===== config.mk =====
export PLATFORM = sky130hd
export DESIGN_NAME = sample_window_average_scaler
export DESIGN_NICKNAME = d
export VERILOG_FILES = /design/src/rtl/swas_pkg.sv /design/src/rtl/swas_ram.sv /design/src/rtl/swas_div.sv /design/src/rtl/sample_window_average_scaler.sv
export SDC_FILE = /design/constraint.sdc
export NUM_CORES = 1
export LEC_CHECK = 0
export ABC_AREA = 1
export ABC_CLOCK_PERIOD_IN_PS = 6500
export BUFFER_PORTS_ARGS = -buffer_cell sky130_fd_sc_hd__buf_2
export CAP_MARGIN = 20
export CORE_MARGIN = 8
export CORE_UTILIZATION = 60
export DETAILED_ROUTE_END_ITERATION = 7
export PLACE_DENSITY = 0.84
export SLEW_MARGIN = 20
export SYNTH_ARGS = -nofsm -noshare
export SYNTH_HDL_FRONTEND = slang
export SYNTH_SLANG_ARGS = --single-unit

===== constraint.sdc =====
create_clock -name clk -period 6.5 [get_ports clk]
set_input_delay 0 -clock clk [delete_from_list [all_inputs] [get_ports clk]]
set_output_delay 0 -clock clk [all_outputs]
set_load 0.02 [all_outputs]

===== src/rtl/swas_pkg.sv =====
// Types, constants and codes shared by the window averager modules.
`default_nettype none

package swas_pkg;

    localparam int RING_DEPTH  = 16;
    localparam int SAMPLE_BITS = 12;

    // Fixed field widths
    localparam int WIN_W      = 5;
    localparam int READ_W     = 12;
    localparam int OUT_W      = 16;
    localparam int CFG_W      = 16;
    localparam int CFG_ADDR_W = 3;

    // Shared divider: 28-bit dividend covers the 12x16 scale product
    localparam int DIV_N_W = 28;
    localparam int DIV_D_W = 12;
    localparam int DIV_S_W = 5;

    // Register reset values
    localparam logic [WIN_W-1:0]  WINDOW_RST   = 5'd8;
    localparam logic [READ_W-1:0] READ_MIN_RST = 12'd0;
    localparam logic [READ_W-1:0] READ_MAX_RST = 12'd4095;
    localparam logic [OUT_W-1:0]  OUT_MIN_RST  = 16'd0;
    localparam logic [OUT_W-1:0]  OUT_MAX_RST  = 16'd256;

    typedef enum logic [CFG_ADDR_W-1:0] {
        CFG_WINDOW   = 3'd0,
        CFG_READ_MIN = 3'd1,
        CFG_READ_MAX = 3'd2,
        CFG_OUT_MIN  = 3'd3,
        CFG_OUT_MAX  = 3'd4
    } cfg_addr_t;

    typedef enum logic [2:0] {
        ST_IDLE,
        ST_RING,
        ST_AVG,
        ST_AVG_WAIT,
        ST_SCALE,
        ST_SCALE_WAIT,
        ST_OUT
    } state_t;

    typedef enum logic [1:0] {
        SEL_LO,
        SEL_HI,
        SEL_MID
    } sel_t;

    typedef struct packed {
        logic               start;
        logic [DIV_S_W-1:0] steps;
    } div_req_t;

    typedef struct packed {
        logic busy;
        logic done;
    } div_stat_t;

endpackage

`default_nettype wire


===== src/rtl/swas_ram.sv =====
// Generic single-port-write, registered-read RAM.
`default_nettype none

module swas_ram #(
    parameter int WIDTH = 12,
    parameter int DEPTH = 16
) (
    input  wire logic                                   clk,
    input  wire logic                                   we,
    input  wire logic [((DEPTH > 1) ? $clog2(DEPTH) : 1)-1:0] waddr,
    input  wire logic [WIDTH-1:0]                       wdata,
    input  wire logic [((DEPTH > 1) ? $clog2(DEPTH) : 1)-1:0] raddr,
    output logic      [WIDTH-1:0]                       rdata
);

    logic [WIDTH-1:0] mem [DEPTH];

    always_ff @(posedge clk)
    begin
        if (we)
        begin
            mem[waddr] <= wdata;
        end
        rdata <= mem[raddr];
    end

endmodule

`default_nettype wire


===== src/rtl/swas_div.sv =====
// Restoring divider, one quotient bit per cycle, step count set per request.
`default_nettype none

module swas_div (
    input  wire logic                             clk,
    input  wire logic                             rst_n,
    input  wire swas_pkg::div_req_t               req,
    input  wire logic [swas_pkg::DIV_N_W-1:0]     dividend,
    input  wire logic [swas_pkg::DIV_D_W-1:0]     divisor,
    output logic      [swas_pkg::DIV_N_W-1:0]     quotient,
    output swas_pkg::div_stat_t                   stat
);

    logic [swas_pkg::DIV_N_W-1:0] work_reg;
    logic [swas_pkg::DIV_D_W-1:0] rem_reg;
    logic [swas_pkg::DIV_D_W-1:0] dvs_reg;
    logic [swas_pkg::DIV_S_W-1:0] cnt_reg;
    logic                         busy_reg;
    logic                         done_reg;

    logic [swas_pkg::DIV_D_W:0]   part;
    logic [swas_pkg::DIV_D_W:0]   diff;
    logic                         ge;
    logic [swas_pkg::DIV_D_W-1:0] rem_next;

    always_comb
    begin
        part     = {rem_reg, work_reg[swas_pkg::DIV_N_W-1]};
        ge       = (part >= {1'b0, dvs_reg});
        diff     = part - {1'b0, dvs_reg};
        rem_next = ge ? diff[swas_pkg::DIV_D_W-1:0] : part[swas_pkg::DIV_D_W-1:0];
    end

    always_ff @(posedge clk or negedge rst_n)
    begin
        if (!rst_n)
        begin
            busy_reg <= 1'b0;
            done_reg <= 1'b0;
            cnt_reg  <= '0;
        end
        else
        begin
            done_reg <= 1'b0;
            if (req.start && !busy_reg)
            begin
                busy_reg <= 1'b1;
                cnt_reg  <= req.steps;
            end
            else if (busy_reg)
            begin
                cnt_reg <= cnt_reg - 1'b1;
                if (cnt_reg == swas_pkg::DIV_S_W'(1))
                begin
                    busy_reg <= 1'b0;
                    done_reg <= 1'b1;
                end
            end
        end
    end

    // Dividend is left-aligned so only its low 'steps' bits get processed;
    // after that many shifts the work register holds just the quotient.
    always_ff @(posedge clk)
    begin
        if (req.start && !busy_reg)
        begin
            work_reg <= dividend << (swas_pkg::DIV_S_W'(swas_pkg::DIV_N_W) - req.steps);
            rem_reg  <= '0;
            dvs_reg  <= divisor;
        end
        else if (busy_reg)
        begin
            work_reg <= {work_reg[swas_pkg::DIV_N_W-2:0], ge};
            rem_reg  <= rem_next;
        end
    end

    assign quotient  = work_reg;
    assign stat.busy = busy_reg;
    assign stat.done = done_reg;

endmodule

`default_nettype wire


===== src/rtl/sample_window_average_scaler.sv =====
// Top level: ring-buffer moving average and linear range scaler.
//
// Usage:
//   s_* stream carries one word per conversion: sample and a reading to scale.
//   m_* stream returns one word per input word: latest sample, truncated
//   window average, scaled reading (signed Q8.8); tuser flags an empty range.
//   cfg_we/cfg_addr/cfg_wdata write the five registers; write them only while
//   no word is in flight. Writing window_size empties the ring.
// Flow:
//   One word at a time. The shared bit-serial divider does the average and
//   then the scale quotient. Empty window skips the average division; a
//   clamped or empty range skips the scale division.
// Reset: clears ring bookkeeping, the FSM and the output valid; registers
//   return to window 8, range 0..4095, output 0..1.0. Ring contents are not
//   cleared, they are only read after being written.
// Stall: the result sits in an output register; the next word is accepted
//   and processed meanwhile, then waits until that register frees.
`default_nettype none

module sample_window_average_scaler #(
    parameter int RING_DEPTH  = swas_pkg::RING_DEPTH,
    parameter int SAMPLE_BITS = swas_pkg::SAMPLE_BITS
) (
    input  wire logic                                        clk,
    input  wire logic                                        rst_n,
    input  wire logic                                        cfg_we,
    input  wire logic [swas_pkg::CFG_ADDR_W-1:0]             cfg_addr,
    input  wire logic [swas_pkg::CFG_W-1:0]                  cfg_wdata,
    input  wire logic                                        s_tvalid,
    output logic                                             s_tready,
    // sample, scale_operand
    input  wire logic [((SAMPLE_BITS+swas_pkg::READ_W+7)/8)*8-1:0] s_tdata,
    output logic                                             m_tvalid,
    input  wire logic                                        m_tready,
    // latest, average, scaled
    output logic [((2*SAMPLE_BITS+swas_pkg::OUT_W+7)/8)*8-1:0]     m_tdata,
    // range_error
    output logic [0:0]                                       m_tuser
);

    localparam int IDX_W       = (RING_DEPTH > 1) ? $clog2(RING_DEPTH) : 1;
    localparam int CNT_W       = $clog2(RING_DEPTH + 1);
    localparam int SUM_W       = SAMPLE_BITS + CNT_W;
    localparam int OUT_TDATA_W = ((2*SAMPLE_BITS+swas_pkg::OUT_W+7)/8)*8;
    localparam int RW          = swas_pkg::READ_W;
    localparam int OW          = swas_pkg::OUT_W;

    // Configuration
    logic [swas_pkg::WIN_W-1:0] window_reg;
    logic [RW-1:0]              rmin_reg;
    logic [RW-1:0]              rmax_reg;
    logic [OW-1:0]              omin_reg;
    logic [OW-1:0]              omax_reg;

    // Ring bookkeeping
    logic [IDX_W-1:0] idx_reg;
    logic [CNT_W-1:0] fill_reg;
    logic [SUM_W-1:0] sum_reg;

    swas_pkg::state_t state_reg, state_next;

    // Item payload
    logic [SAMPLE_BITS-1:0]      smp_reg;
    logic [RW-1:0]               op_reg;
    logic [SAMPLE_BITS-1:0]      avg_reg;
    logic [RW-1:0]               num_mag_reg;
    logic [RW-1:0]               den_mag_reg;
    logic [OW-1:0]               diff_mag_reg;
    logic                        neg_reg;
    logic                        err_reg;
    swas_pkg::sel_t              sel_reg;
    logic [swas_pkg::DIV_N_W-1:0] prod_reg;
    logic [OW-1:0]               res_reg;

    logic                        m_tvalid_reg;
    logic [OUT_TDATA_W-1:0]      m_tdata_reg;
    logic                        m_tuser_reg;

    // Combinational
    logic [CNT_W-1:0]            win_eff;
    logic [IDX_W-1:0]            idx_cur;
    logic [CNT_W-1:0]            idx_inc;
    logic [IDX_W-1:0]            idx_nxt;
    logic                        full;
    logic [SAMPLE_BITS-1:0]      ram_rdata;
    logic                        ram_we;
    logic                        out_load;

    logic signed [RW:0]          num_s;
    logic signed [RW:0]          den_s;
    logic signed [RW:0]          nn;
    logic signed [RW:0]          dd;
    logic signed [OW:0]          span;
    logic [OW:0]                 span_mag;
    logic [OW-1:0]               q16;
    logic [OW:0]                 q17;
    logic [OW:0]                 res17;

    swas_pkg::div_req_t          div_req;
    swas_pkg::div_stat_t         div_stat;
    logic [swas_pkg::DIV_N_W-1:0] div_a;
    logic [swas_pkg::DIV_D_W-1:0] div_b;
    logic [swas_pkg::DIV_N_W-1:0] div_q;

    always_comb
    begin
        win_eff = (32'(window_reg) > RING_DEPTH) ? CNT_W'(RING_DEPTH) : CNT_W'(window_reg);
        idx_cur = (CNT_W'(idx_reg) >= win_eff) ? '0 : idx_reg;
        idx_inc = CNT_W'(idx_cur) + 1'b1;
        idx_nxt = (idx_inc >= win_eff) ? '0 : IDX_W'(idx_inc);
        full    = (fill_reg >= win_eff);
    end

    swas_ram #(
        .WIDTH (SAMPLE_BITS),
        .DEPTH (RING_DEPTH)
    ) u_ring (
        .clk   (clk),
        .we    (ram_we),
        .waddr (idx_cur),
        .wdata (smp_reg),
        .raddr (idx_cur),
        .rdata (ram_rdata)
    );

    // Scale operand prep: orient so the denominator is positive
    always_comb
    begin
        num_s    = $signed({1'b0, op_reg}) - $signed({1'b0, rmin_reg});
        den_s    = $signed({1'b0, rmax_reg}) - $signed({1'b0, rmin_reg});
        nn       = den_s[RW] ? -num_s : num_s;
        dd       = den_s[RW] ? -den_s : den_s;
        span     = $signed({omax_reg[OW-1], omax_reg}) - $signed({omin_reg[OW-1], omin_reg});
        span_mag = span[OW] ? (-span) : span;
        q16      = div_q[OW-1:0];
        q17      = neg_reg ? ((OW+1)'(0) - {1'b0, q16}) : {1'b0, q16};
        res17    = {omin_reg[OW-1], omin_reg} + q17;
    end

    // FSM
    always_ff @(posedge clk or negedge rst_n)
    begin
        if (!rst_n)
        begin
            state_reg <= swas_pkg::ST_IDLE;
        end
        else
        begin
            state_reg <= state_next;
        end
    end

    always_comb
    begin
        state_next    = state_reg;
        s_tready      = 1'b0;
        ram_we        = 1'b0;
        out_load      = 1'b0;
        div_req.start = 1'b0;
        div_req.steps = swas_pkg::DIV_S_W'(SUM_W);
        div_a         = swas_pkg::DIV_N_W'(sum_reg);
        div_b         = swas_pkg::DIV_D_W'(fill_reg);
        unique case (state_reg)
            swas_pkg::ST_IDLE:
            begin
                s_tready = 1'b1;
                if (s_tvalid)
                begin
                    state_next = swas_pkg::ST_RING;
                end
            end
            swas_pkg::ST_RING:
            begin
                ram_we     = (win_eff != '0);
                state_next = swas_pkg::ST_AVG;
            end
            swas_pkg::ST_AVG:
            begin
                div_req.start = (fill_reg != '0);
                state_next    = (fill_reg != '0) ? swas_pkg::ST_AVG_WAIT : swas_pkg::ST_SCALE;
            end
            swas_pkg::ST_AVG_WAIT:
            begin
                if (div_stat.done)
                begin
                    state_next = swas_pkg::ST_SCALE;
                end
            end
            swas_pkg::ST_SCALE:
            begin
                div_req.start = (sel_reg == swas_pkg::SEL_MID);
                div_req.steps = swas_pkg::DIV_S_W'(swas_pkg::DIV_N_W);
                div_a         = prod_reg;
                div_b         = swas_pkg::DIV_D_W'(den_mag_reg);
                state_next    = (sel_reg == swas_pkg::SEL_MID) ? swas_pkg::ST_SCALE_WAIT
                                                               : swas_pkg::ST_OUT;
            end
            swas_pkg::ST_SCALE_WAIT:
            begin
                if (div_stat.done)
                begin
                    state_next = swas_pkg::ST_OUT;
                end
            end
            swas_pkg::ST_OUT:
            begin
                out_load = !m_tvalid_reg || m_tready;
                if (out_load)
                begin
                    state_next = swas_pkg::ST_IDLE;
                end
            end
            default:
            begin
                state_next = swas_pkg::ST_IDLE;
            end
        endcase
    end

    swas_div u_div (
        .clk      (clk),
        .rst_n    (rst_n),
        .req      (div_req),
        .dividend (div_a),
        .divisor  (div_b),
        .quotient (div_q),
        .stat     (div_stat)
    );

    // Configuration registers, ring bookkeeping and output valid
    always_ff @(posedge clk or negedge rst_n)
    begin
        if (!rst_n)
        begin
            window_reg   <= swas_pkg::WINDOW_RST;
            rmin_reg     <= swas_pkg::READ_MIN_RST;
            rmax_reg     <= swas_pkg::READ_MAX_RST;
            omin_reg     <= swas_pkg::OUT_MIN_RST;
            omax_reg     <= swas_pkg::OUT_MAX_RST;
            idx_reg      <= '0;
            fill_reg     <= '0;
            sum_reg      <= '0;
            m_tvalid_reg <= 1'b0;
        end
        else
        begin
            if (cfg_we)
            begin
                unique case (cfg_addr)
                    swas_pkg::CFG_WINDOW:
                    begin
                        window_reg <= cfg_wdata[swas_pkg::WIN_W-1:0];
                        idx_reg    <= '0;
                        fill_reg   <= '0;
                        sum_reg    <= '0;
                    end
                    swas_pkg::CFG_READ_MIN: rmin_reg <= cfg_wdata[RW-1:0];
                    swas_pkg::CFG_READ_MAX: rmax_reg <= cfg_wdata[RW-1:0];
                    swas_pkg::CFG_OUT_MIN:  omin_reg <= cfg_wdata[OW-1:0];
                    swas_pkg::CFG_OUT_MAX:  omax_reg <= cfg_wdata[OW-1:0];
                    default:
                    begin
                    end
                endcase
            end
            else if (ram_we)
            begin
                // Oldest entry read in the idle cycle drops out once the window is full
                sum_reg  <= sum_reg - (full ? SUM_W'(ram_rdata) : SUM_W'(0)) + SUM_W'(smp_reg);
                fill_reg <= full ? win_eff : fill_reg + 1'b1;
                idx_reg  <= idx_nxt;
            end

            if (out_load)
            begin
                m_tvalid_reg <= 1'b1;
            end
            else if (m_tready)
            begin
                m_tvalid_reg <= 1'b0;
            end
        end
    end

    // Item datapath
    always_ff @(posedge clk)
    begin
        if (s_tready && s_tvalid)
        begin
            smp_reg <= s_tdata[SAMPLE_BITS-1:0];
            op_reg  <= s_tdata[SAMPLE_BITS+RW-1:SAMPLE_BITS];
        end

        if (state_reg == swas_pkg::ST_RING)
        begin
            num_mag_reg  <= nn[RW-1:0];
            den_mag_reg  <= dd[RW-1:0];
            diff_mag_reg <= span_mag[OW-1:0];
            neg_reg      <= span[OW];
            err_reg      <= (den_s == '0);
            if ((den_s == '0) || nn[RW] || (nn == '0))
            begin
                sel_reg <= swas_pkg::SEL_LO;
            end
            else if (nn >= dd)
            begin
                sel_reg <= swas_pkg::SEL_HI;
            end
            else
            begin
                sel_reg <= swas_pkg::SEL_MID;
            end
        end

        if (state_reg == swas_pkg::ST_AVG)
        begin
            prod_reg <= swas_pkg::DIV_N_W'(num_mag_reg) * swas_pkg::DIV_N_W'(diff_mag_reg);
            if (fill_reg == '0)
            begin
                avg_reg <= smp_reg;
            end
        end

        if ((state_reg == swas_pkg::ST_AVG_WAIT) && div_stat.done)
        begin
            avg_reg <= div_q[SAMPLE_BITS-1:0];
        end

        if (state_reg == swas_pkg::ST_SCALE)
        begin
            case (sel_reg)
                swas_pkg::SEL_HI: res_reg <= omax_reg;
                swas_pkg::SEL_LO: res_reg <= omin_reg;
                default:          res_reg <= res_reg;
            endcase
        end

        if ((state_reg == swas_pkg::ST_SCALE_WAIT) && div_stat.done)
        begin
            res_reg <= res17[OW-1:0];
        end

        if (out_load)
        begin
            m_tdata_reg <= OUT_TDATA_W'({res_reg, avg_reg, smp_reg});
            m_tuser_reg <= err_reg;
        end
    end

    assign m_tvalid   = m_tvalid_reg;
    assign m_tdata    = m_tdata_reg;
    assign m_tuser[0] = m_tuser_reg;

endmodule

`default_nettype wire


---- Yosys cells after proc, flatten, opt, wreduce, memory -nomap -nowiden ----
Memories as Yosys holds them, arrays and structs flattened. A register that Yosys moved wholly into a read port is not among the register bits.
Cells that the tools add are included.
storage, ports and cells
  register bits ........................... 315
  memory bits (writable) .................. 192
  bits of input ports ..................... 48
  output and inout bits ................... 43
  memories kept ........................... 1
memory list
  memory      depth  width  rd ports  clocked after Yosys merged registers in  wr ports  RTL line        text
  u_ring.mem  16     12     1         1                                        1         swas_ram.sv:16  logic [WIDTH-1:0] mem [DEPTH];
operators by class
  $add $sub $neg .......................... 15
  multipliers ............................. 1
  $lt $le $gt $ge ......................... 6
  equal/unequal tests ..................... 18
  shift operators ......................... 1
  muxes and demuxes ....................... 54
  reductions and logical operators ........ 33
operators with widths
  kind                   number
  $mux 28                3
  $mux 16                4
  $mux 12                5
  $mux 17                3
  $mux 5                 8
  $pmux 16 s2            1
  $mul 12x16->28         1
  $shl 28x5->28          1
  $logic_not 13->1       2
  $mux 13                2
  $neg 13->13            2
  $sub 12x12->13         2
  $mux 4                 6
  $pmux 3 s7             1
  $add 17x12->17         1
  $sub 16x16->17         1
  $sub 17x12->17         1
  $add 16x16->16         1
  $neg 16->16            1
  $reduce_and 2->1       8
  $sub 1x16->16 const A  1
  $mux 3                 5
  $ge 13x12->1           1
  $ge 13x13->1           1
  other kinds (29)       66

---- Longest topological paths before layout ----
Gate-level depths: netlist (run 1).
  depth after elaboration ................. 9
  gate-level depth with buffers ........... 28

---- Modules after synthesis ----
Synthesis (run 1) repeated with hierarchy kept, for this count alone.
second synthesis, totals
  cells, all modules ...................... 4151
  area, all modules ....................... 35029.8 sq um
by module, submodules not included
  module                        times used  cells each  area an instance (sq um)  seq. area each (sq um)
  sample_window_average_scaler  1           2675        21911.0                   7249.5
  swas_ram                      1           815         8558.2                    6005.8
  swas_div                      1           661         4560.6                    1616.6

---- Worst setup path after synthesis (run 1) ----
OpenSTA, ideal clock, no wires.
  path kind ............................... flip-flop to flip-flop
  from .................................... reg num_mag_reg[4]
  to ...................................... reg prod_reg[25] (netlist name) (data pin)
  library setup time ...................... 259 ps
  arrival time ............................ 4930 ps
  data required time ...................... 6241 ps
  setup slack ............................. 1312 ps
  stages on the path, launching flop included .. 22
  period minus slack after synthesis ...... 5188 ps
  path through ............................ edfxtp_1 > clkbuf_1 > clkbuf_1 > nand2_1 > fa_1 > fa_1 > fa_1 > inv_1 > fa_1 > inv_1 > fa_1 > inv_1 > ha_1 > a21oi_1 > nand2_1 > a21oi_1 > o21ai_1 > a21oi_1 > o21ai_1 > nand3_1 > nand2_1 > xor2_1
between the ends
  cells in the longest elaborated chain, start to end .. 1
ends and longest elaborated chain
  element                 RTL line                             text
  from (decl)             sample_window_average_scaler.sv:66   logic [RW-1:0] num_mag_reg;
  from (signal assigned)  sample_window_average_scaler.sv:296  num_mag_reg <= nn[RW-1:0];
  $mul 12x16->28          sample_window_average_scaler.sv:317  prod_reg <= swas_pkg::DIV_N_W'(num_mag_reg) * swas_pkg::DIV_N_W'(diff_mag_reg);
  to (signal assigned)    sample_window_average_scaler.sv:317
  to (decl)               sample_window_average_scaler.sv:72   logic [swas_pkg::DIV_N_W-1:0] prod_reg;
Every way passes these cells.
A chain may end at the register's enable or synchronous reset.

---- Worst setup path in the final report (run 1) ----
  from .................................... reg num_mag_reg[3]
  to ...................................... reg prod_reg[25] (netlist name) (data pin)
Same word-level chain as after synthesis.

==> impl_metrics.env, run 1 <==
export IMPL_status="completed"
export IMPL_drc=0
export IMPL_grt_pass1_vias=24632
export IMPL_ys_seq_area_frac=0.458
export IMPL_setup_tns_ps=0
export IMPL_postSynthAreaPerCell_um2=9.29
export IMPL_finalHoldViolations=0
export IMPL_cts_tree="yes"
export IMPL_clockBufferDepth=3
export IMPL_cpMostUsedCell="fa_1"
export IMPL_die_area_um2=61800
export IMPL_overflow=0
export IMPL_vias=24798
export IMPL_finClkSkew_ps=52.9
export IMPL_viasPerCell=5.71
export IMPL_cp_cell_sequence="nand2_1 -> fa_1 -> fa_1 -> fa_1 -> inv_1 -> fa_1 -> inv_1 -> fa_1 -> inv_1 -> ha_1 -> a21oi_1 -> nand2_1 -> a21oi_1 -> o21ai_1 -> a21oi_1 -> o21ai_1 -> nand3_1 -> nand2_1 -> xor2_1"
export IMPL_synthTopCellsByCount="756 x nand2_1, 623 x inv_1, 397 x edfxtp_1"
export IMPL_grt_pass1_wl_um=130000
export IMPL_drv_slew=0
export IMPL_cpMaxStageDelayCell="edfxtp_1"
export IMPL_postCtsHoldBufs=47
export IMPL_layout_nets=3998
export IMPL_crit_path_end_kind="flip-flop"
export IMPL_root_buffer="clkbuf_16"
export IMPL_maxCapViolations=0
export IMPL_dp_hpwl_um=59000
export IMPL_cts_sinks=519
export IMPL_cts_resized=0
export IMPL_coreArea_um2=53700
export IMPL_dr_pass1_iters=6
export IMPL_finish_instance_area_um2=35800
export IMPL_antenna_found_initial=3
export IMPL_postCtsSetupBuffers=0
export IMPL_required_ps=6870
export IMPL_yosysWarnings=0
export IMPL_synth_distinct_cells=64
export IMPL_worstMarginPinSlew_ps=1090
export IMPL_first_iter_violations=2613
export IMPL_boundaryPins=91
export IMPL_start_util=0.605
export IMPL_slowest_delay_ps=740
export IMPL_placedCellCount=4199
export IMPL_netlist_area_um2=32500
export IMPL_synth_area_top_cells="edfxtp_1 37%, fa_1 9.7%, nand2_1 8.7%"
export IMPL_synthFlopType="edfxtp_1"
export IMPL_clk_pin_slew_ps=60
export IMPL_die_h_um=249
export IMPL_synth_seq_cells=519
export IMPL_synth_edff_count=397
export IMPL_clock_latency_ps=640
export IMPL_rsz0062_at_grt="no"
export IMPL_cp_max_fo=16
export IMPL_gp_congestion=0.993
export IMPL_syn_instance_count=3495
export IMPL_routed_wl_um=82000
export IMPL_yosysTopAreaCell="edfxtp_1"
export IMPL_area_growth_pct=10.2
export IMPL_fin_crit_ps=5510
export IMPL_synth_most_common_cell="nand2_1"
export IMPL_syn_nets=3888
export IMPL_max_freq_ghz=0.181
export IMPL_drive_gt1_frac=0.0817
export IMPL_dpl_cell_area_um2=33600
export IMPL_relSlewSlack=0.269
export IMPL_wl_per_cell_um=18.9
export IMPL_hp_class="in -> reg"
export IMPL_die_w_um=249
export IMPL_worstSetupPathType="reg -> reg"
export IMPL_fillers=3864
export IMPL_finalSetupViolCount=0
export IMPL_synth_top_area_frac=0.367
export IMPL_hold_ws_ps=44.9
export IMPL_synth_async_sr_flop_share=0.189
export IMPL_largest_reg_flops=192
export IMPL_arrival_ps=5890
export IMPL_min_period_over_period=0.848
export IMPL_grt_use_total=0.261
export IMPL_cts_made_buffers=52
export IMPL_setup_worst_path_start_class="flip-flop"
export IMPL_grt_start_max_net_pins=88
export IMPL_num_rows=85
export IMPL_portBuffers=90
export IMPL_instances_no_fill=4346
export IMPL_ant_nets=0
export IMPL_htree_levels=2
-- layout make-up --
class                   count  area, µm²  share of cell area
diodes                      1       2.50           0.0000699
clock buffers              77       1460              0.0407
clock inverters            21        216             0.00605
inverters                 633       2380              0.0664
multi-input cells        2227      14800               0.414
flip-flops and latches    519      14900               0.416
well taps                 696        871              0.0243
repair buffers            172       1200              0.0334
-- cell families (layout without fill, tap and decap cells) --
group,count (synthesis),after routing,synth area share
other,0,1,0
AOI/OAI and AO/OA,569,569,0.0978
DFF,519,519,0.458
xor gates and xnor gates,107,107,0.0312
and+or+nand+nor,1197,1197,0.153
muxes,9,9,0.00285
adders and majority gates,345,345,0.169
buffers and inverters,749,903,0.0881
-- stage by stage --
step / setup slack [ps] / utilization
final: 985 / 0.666
after global routing: 596 / 0.666
after CTS: 992 / 0.666
after detailed placement: 937 / 0.626
after global placement: 1040 / 0.626
after floorplan: 1310 / -
-- metal layers --
| layer | track usage | part of all wire |
|---|---|---|
| met5 | 0 | 0.00032 |
| met4 | 0.123 | 0.049 |
| met3 | 0.0549 | 0.094 |
| met2 | 0.437 | 0.48 |
| met1 | 0.323 | 0.38 |
-- worst paths after layout --
| check | start | to | slack [ps] | depth (start not counted) |
|---|---|---|---|---|
| max reg2reg | num_mag_reg[3]$_DFFE_PP_ | prod_reg[25]$_DFFE_PN_ | 990 | 19 |
| min | cfg_addr[0] | omin_reg[9]$_DFFE_PN0P_ | 40 | 5 |
| min in group asynchronous | rst_n | fill_reg[2]$_DFFE_PN0P_ | 540 | 4 |
| max | num_mag_reg[3]$_DFFE_PP_ | prod_reg[25]$_DFFE_PN_ | 990 | 19 |
| max in group asynchronous | rst_n | rmin_reg[2]$_DFFE_PN0P_ | 5050 | 4 |
| min reg2reg | avg_reg[7]$_DFFE_PP_ | m_tdata[19]$_DFFE_PP_ | 420 | 0 |
-- worst max-delay path: cells and delay by family (launching register included) --
kind / cells / cell delay, ps
AOI/OAI and AO/OA: 5 / 1030
xor gates and xnor gates: 1 / 130
adders and majority gates: 6 / 2870
buffers and inverters: 3 / 150
DFF: 1 / 740
and+or+nand+nor: 4 / 370
-- layout by cell type (no fill, tap or decap), types with 52 or more instances in the layout --
| cell type | instances |
|---|---|
| nor2_1 | 203 |
| a21oi_1 | 122 |
| nand3_1 | 115 |
| nand2_1 | 756 |
| o22ai_1 | 62 |
| edfxtp_1 | 397 |
| ha_1 | 188 |
| buf_2 | 89 |
| fa_1 | 157 |
| o21ai_0 | 287 |
| dfrtp_1 | 84 |
| inv_1 | 623 |
| xor2_1 | 63 |
| clkbuf_16 | 52 |
Power of run 1 is not shown: default switching activity piles up to over one toggle a cycle in this logic, so the estimate is an artifact.
==> inputs of run 2 (changes only) <==
- ABC_CLOCK_PERIOD_IN_PS: 6500 -> 4750
- CORE_UTILIZATION: 60 -> 58
- PLACE_DENSITY: 0.84 -> 0.85
- clock period: 6.5 -> 4.75 ns (I/O delays scaled with it)
==> run 2 against run 1 <==
Effect of this change: the flow now finishes with violations (negative setup slack); maximum frequency rose by 13%; via count up 5.3%; global-route usage is 0.73 points higher; critical path depth up 2; sequential cell count unchanged; design area is 4.4% higher; register-to-register slack got worse by 1100 ps; cell count grew 4.1%; core utilization increased by 1.1 points; clock-buffer cell count decreased by 19; die area is 3.2% higher; non-clock buffer count grew 123; highest routed layer unchanged.
==> impl_metrics.env, run 2 (same netlist as run 1, synthesis figures left out) <==
export IMPL_status="complete, but fails checks"
export IMPL_violations="negative setup slack"
export IMPL_dp_hpwl_um=60900
export IMPL_pre_cts_ws_ps=-248
export IMPL_root_buffer="clkbuf_16"
export IMPL_cts_tree="yes"
export IMPL_clockBufferDepth=3
export IMPL_finalWorstSetupSlack_ps=-131
export IMPL_ff_latch_area_um2=14900
export IMPL_reg2regPathDepth=21
export IMPL_start_util=0.588
export IMPL_endpoint="prod_reg[26]$_DFFE_PN_"
export IMPL_reg2reg_from="diff_mag_reg[5]$_DFFE_PP_"
export IMPL_htree_levels=2
export IMPL_grt_use_total=0.268
export IMPL_cp_max_fo=7
export IMPL_boundaryPins=91
export IMPL_fin_crit_ps=4880
export IMPL_finalHoldViolations=0
export IMPL_vias=26119
export IMPL_hp_class="in -> reg"
export IMPL_multi_input_area_um2=15100
export IMPL_ant_nets=0
export IMPL_layout_nets=4123
export IMPL_arrival_ps=5260
export IMPL_required_ps=5130
export IMPL_clock_latency_ps=650
export IMPL_die_h_um=253
export IMPL_worst_r2r_endpoint="prod_reg[26]$_DFFE_PN_"
export IMPL_wl_met2_um=40400
export IMPL_die_w_um=253
export IMPL_first_iter_violations=3131
export IMPL_antenna_found_initial=3
export IMPL_largest_reg_flops=192
export IMPL_cp_cell_sequence="buf_4 -> buf_6 -> nand2_1 -> inv_1 -> fa_1 -> fa_1 -> fa_1 -> fa_1 -> inv_1 -> fa_1 -> inv_1 -> ha_4 -> nand2_2 -> nor2_2 -> nand2_1 -> o211ai_1 -> nand2_1 -> nand3_1 -> nand3_1 -> nand2_1 -> xor2_1"
export IMPL_met3_length_um=8840
export IMPL_overflow=0
export IMPL_maxCapViolations=0
export IMPL_finalSetupViolCount=9
export IMPL_min_period_over_period=1.03
export IMPL_slowest_delay_ps=560
export IMPL_wl_per_cell_um=19.2
export IMPL_top_layer="met5"
export IMPL_gp_congestion=0.975
export IMPL_relSlewSlack=0.379
export IMPL_die_area_um2=63800
export IMPL_finClkSkew_ps=40.6
export IMPL_max_freq_ghz=0.205
export IMPL_setup_worst_path_start_class="flip-flop"
export IMPL_dpl_cell_area_um2=34600
export IMPL_area_growth_pct=15.1
export IMPL_dr_pass1_iters=7
export IMPL_num_rows=86
export IMPL_utilization=0.677
export IMPL_cpMaxStageDelayCell="fa_1"
export IMPL_grt_start_max_net_pins=82
export IMPL_rsz0062_at_grt="yes"
export IMPL_worstMarginPinSlew_ps=929
export IMPL_grt_pass1_vias=25992
export IMPL_coreArea_um2=55200
export IMPL_finish_instance_area_um2=37400
export IMPL_drc=0
export IMPL_wl_met1_um=32300
export IMPL_drive_gt1_frac=0.129
export IMPL_drv_slew=0
export IMPL_rrSetupSlack_ps=-130
export IMPL_cts_sinks=519
export IMPL_cpMostUsedCell="fa_1"
export IMPL_portBuffers=90
export IMPL_final_common_cell="nand2_1"
export IMPL_fillers=3813
export IMPL_cts_made_buffers=54
export IMPL_hp_start="cfg_we"
export IMPL_routed_wl_um=86700
export IMPL_clk_pin_slew_ps=70
export IMPL_setup_tns_ps=-579
export IMPL_crit_start="diff_mag_reg[5]$_DFFE_PP_"
export IMPL_crit_path_end_kind="flip-flop"
export IMPL_worstSetupPathType="reg -> reg"
export IMPL_viasPerCell=5.77
export IMPL_grt_pass1_wl_um=137000
export IMPL_final_cell_mix="749 x nand2_1, 616 x inv_1, 397 x edfxtp_1"
[run 2: cell types whose count changed in the layout (fill, tap and decap cells not counted), sizes merged]
| cell | delta |
|---|---|
| buf | +124 |
| clkbuf | -19 |
| bufinv | +6 |
| clkinv | +15 |
| dlygate4sd3 | -1 |
| inv | +2 |
[run 2: metal layers]
metal,GRT usage,vias up
met2,0.445,1501
li1,-,11889
met1,0.333,12396
met4,0.138,4
met3,0.0517,329
met5,0,-
[run 2: final cells by class]
| type | count | area share |
|---|---|---|
| Sequential cell | 519 | 0.398 |
| Clock inverter | 44 | 0.0138 |
| Tap cell | 748 | 0.0250 |
| Timing Repair Buffer | 295 | 0.0585 |
| Antenna cell | 1 | 0.0000670 |
| Clock buffer | 58 | 0.0377 |
| Inverter | 633 | 0.0636 |
| Multi-Input combinational cell | 2227 | 0.403 |
[run 2: how the worst min path moves through the flow]
stage	to	slack (ps)	cells past startpoint
after floorplan	fill_reg[0]$_DFFE_PN0P_	-300	0
after global placement	rmin_reg[6]$_DFFE_PN0P_	50	1
after detailed placement	rmin_reg[6]$_DFFE_PN0P_	50	1
after CTS	sum_reg[3]$_DFFE_PN0P_	8	4
after global routing	smp_reg[4]$_DFFE_PP_	80	2
final	fill_reg[2]$_DFFE_PN0P_	70	4
[run 2: worst max-delay path, delay by kind of cell, from the launching register on]
family,cells,cell delay [ps]
flip-flops,1,510
AO/OA/AOI/OAI,1,100
adder cells (fa/ha/maj),6,2740
buffers and inverters,5,480
XOR/XNOR,1,70
AND/OR/NAND/NOR,8,740
[run 2: metrics by stage]
| stage | instances | hold WS [ps] |
|---|---|---|
| 2_1_floorplan | 3495 | -296 |
| 3_3_place_gp | 4360 | 47.4 |
| 3_5_place_dp | 4362 | 51.9 |
| 4_1_cts | 4519 | 7.91 |
| 5_1_grt | 4524 | 75.2 |
| 6_report | 4525 | 74.9 |
[run 2: what timing repair did]
item / in CTS / in global routing
hold buffers: 45 / 0
setup endpoints to repair: 14 / 25
hold endpoints to repair: 136 / 0
gates resized for setup: 30 / 35
setup buffers: 10 / 5
pin swaps: 16 / 9
Power of run 2 is left out for the same reason.
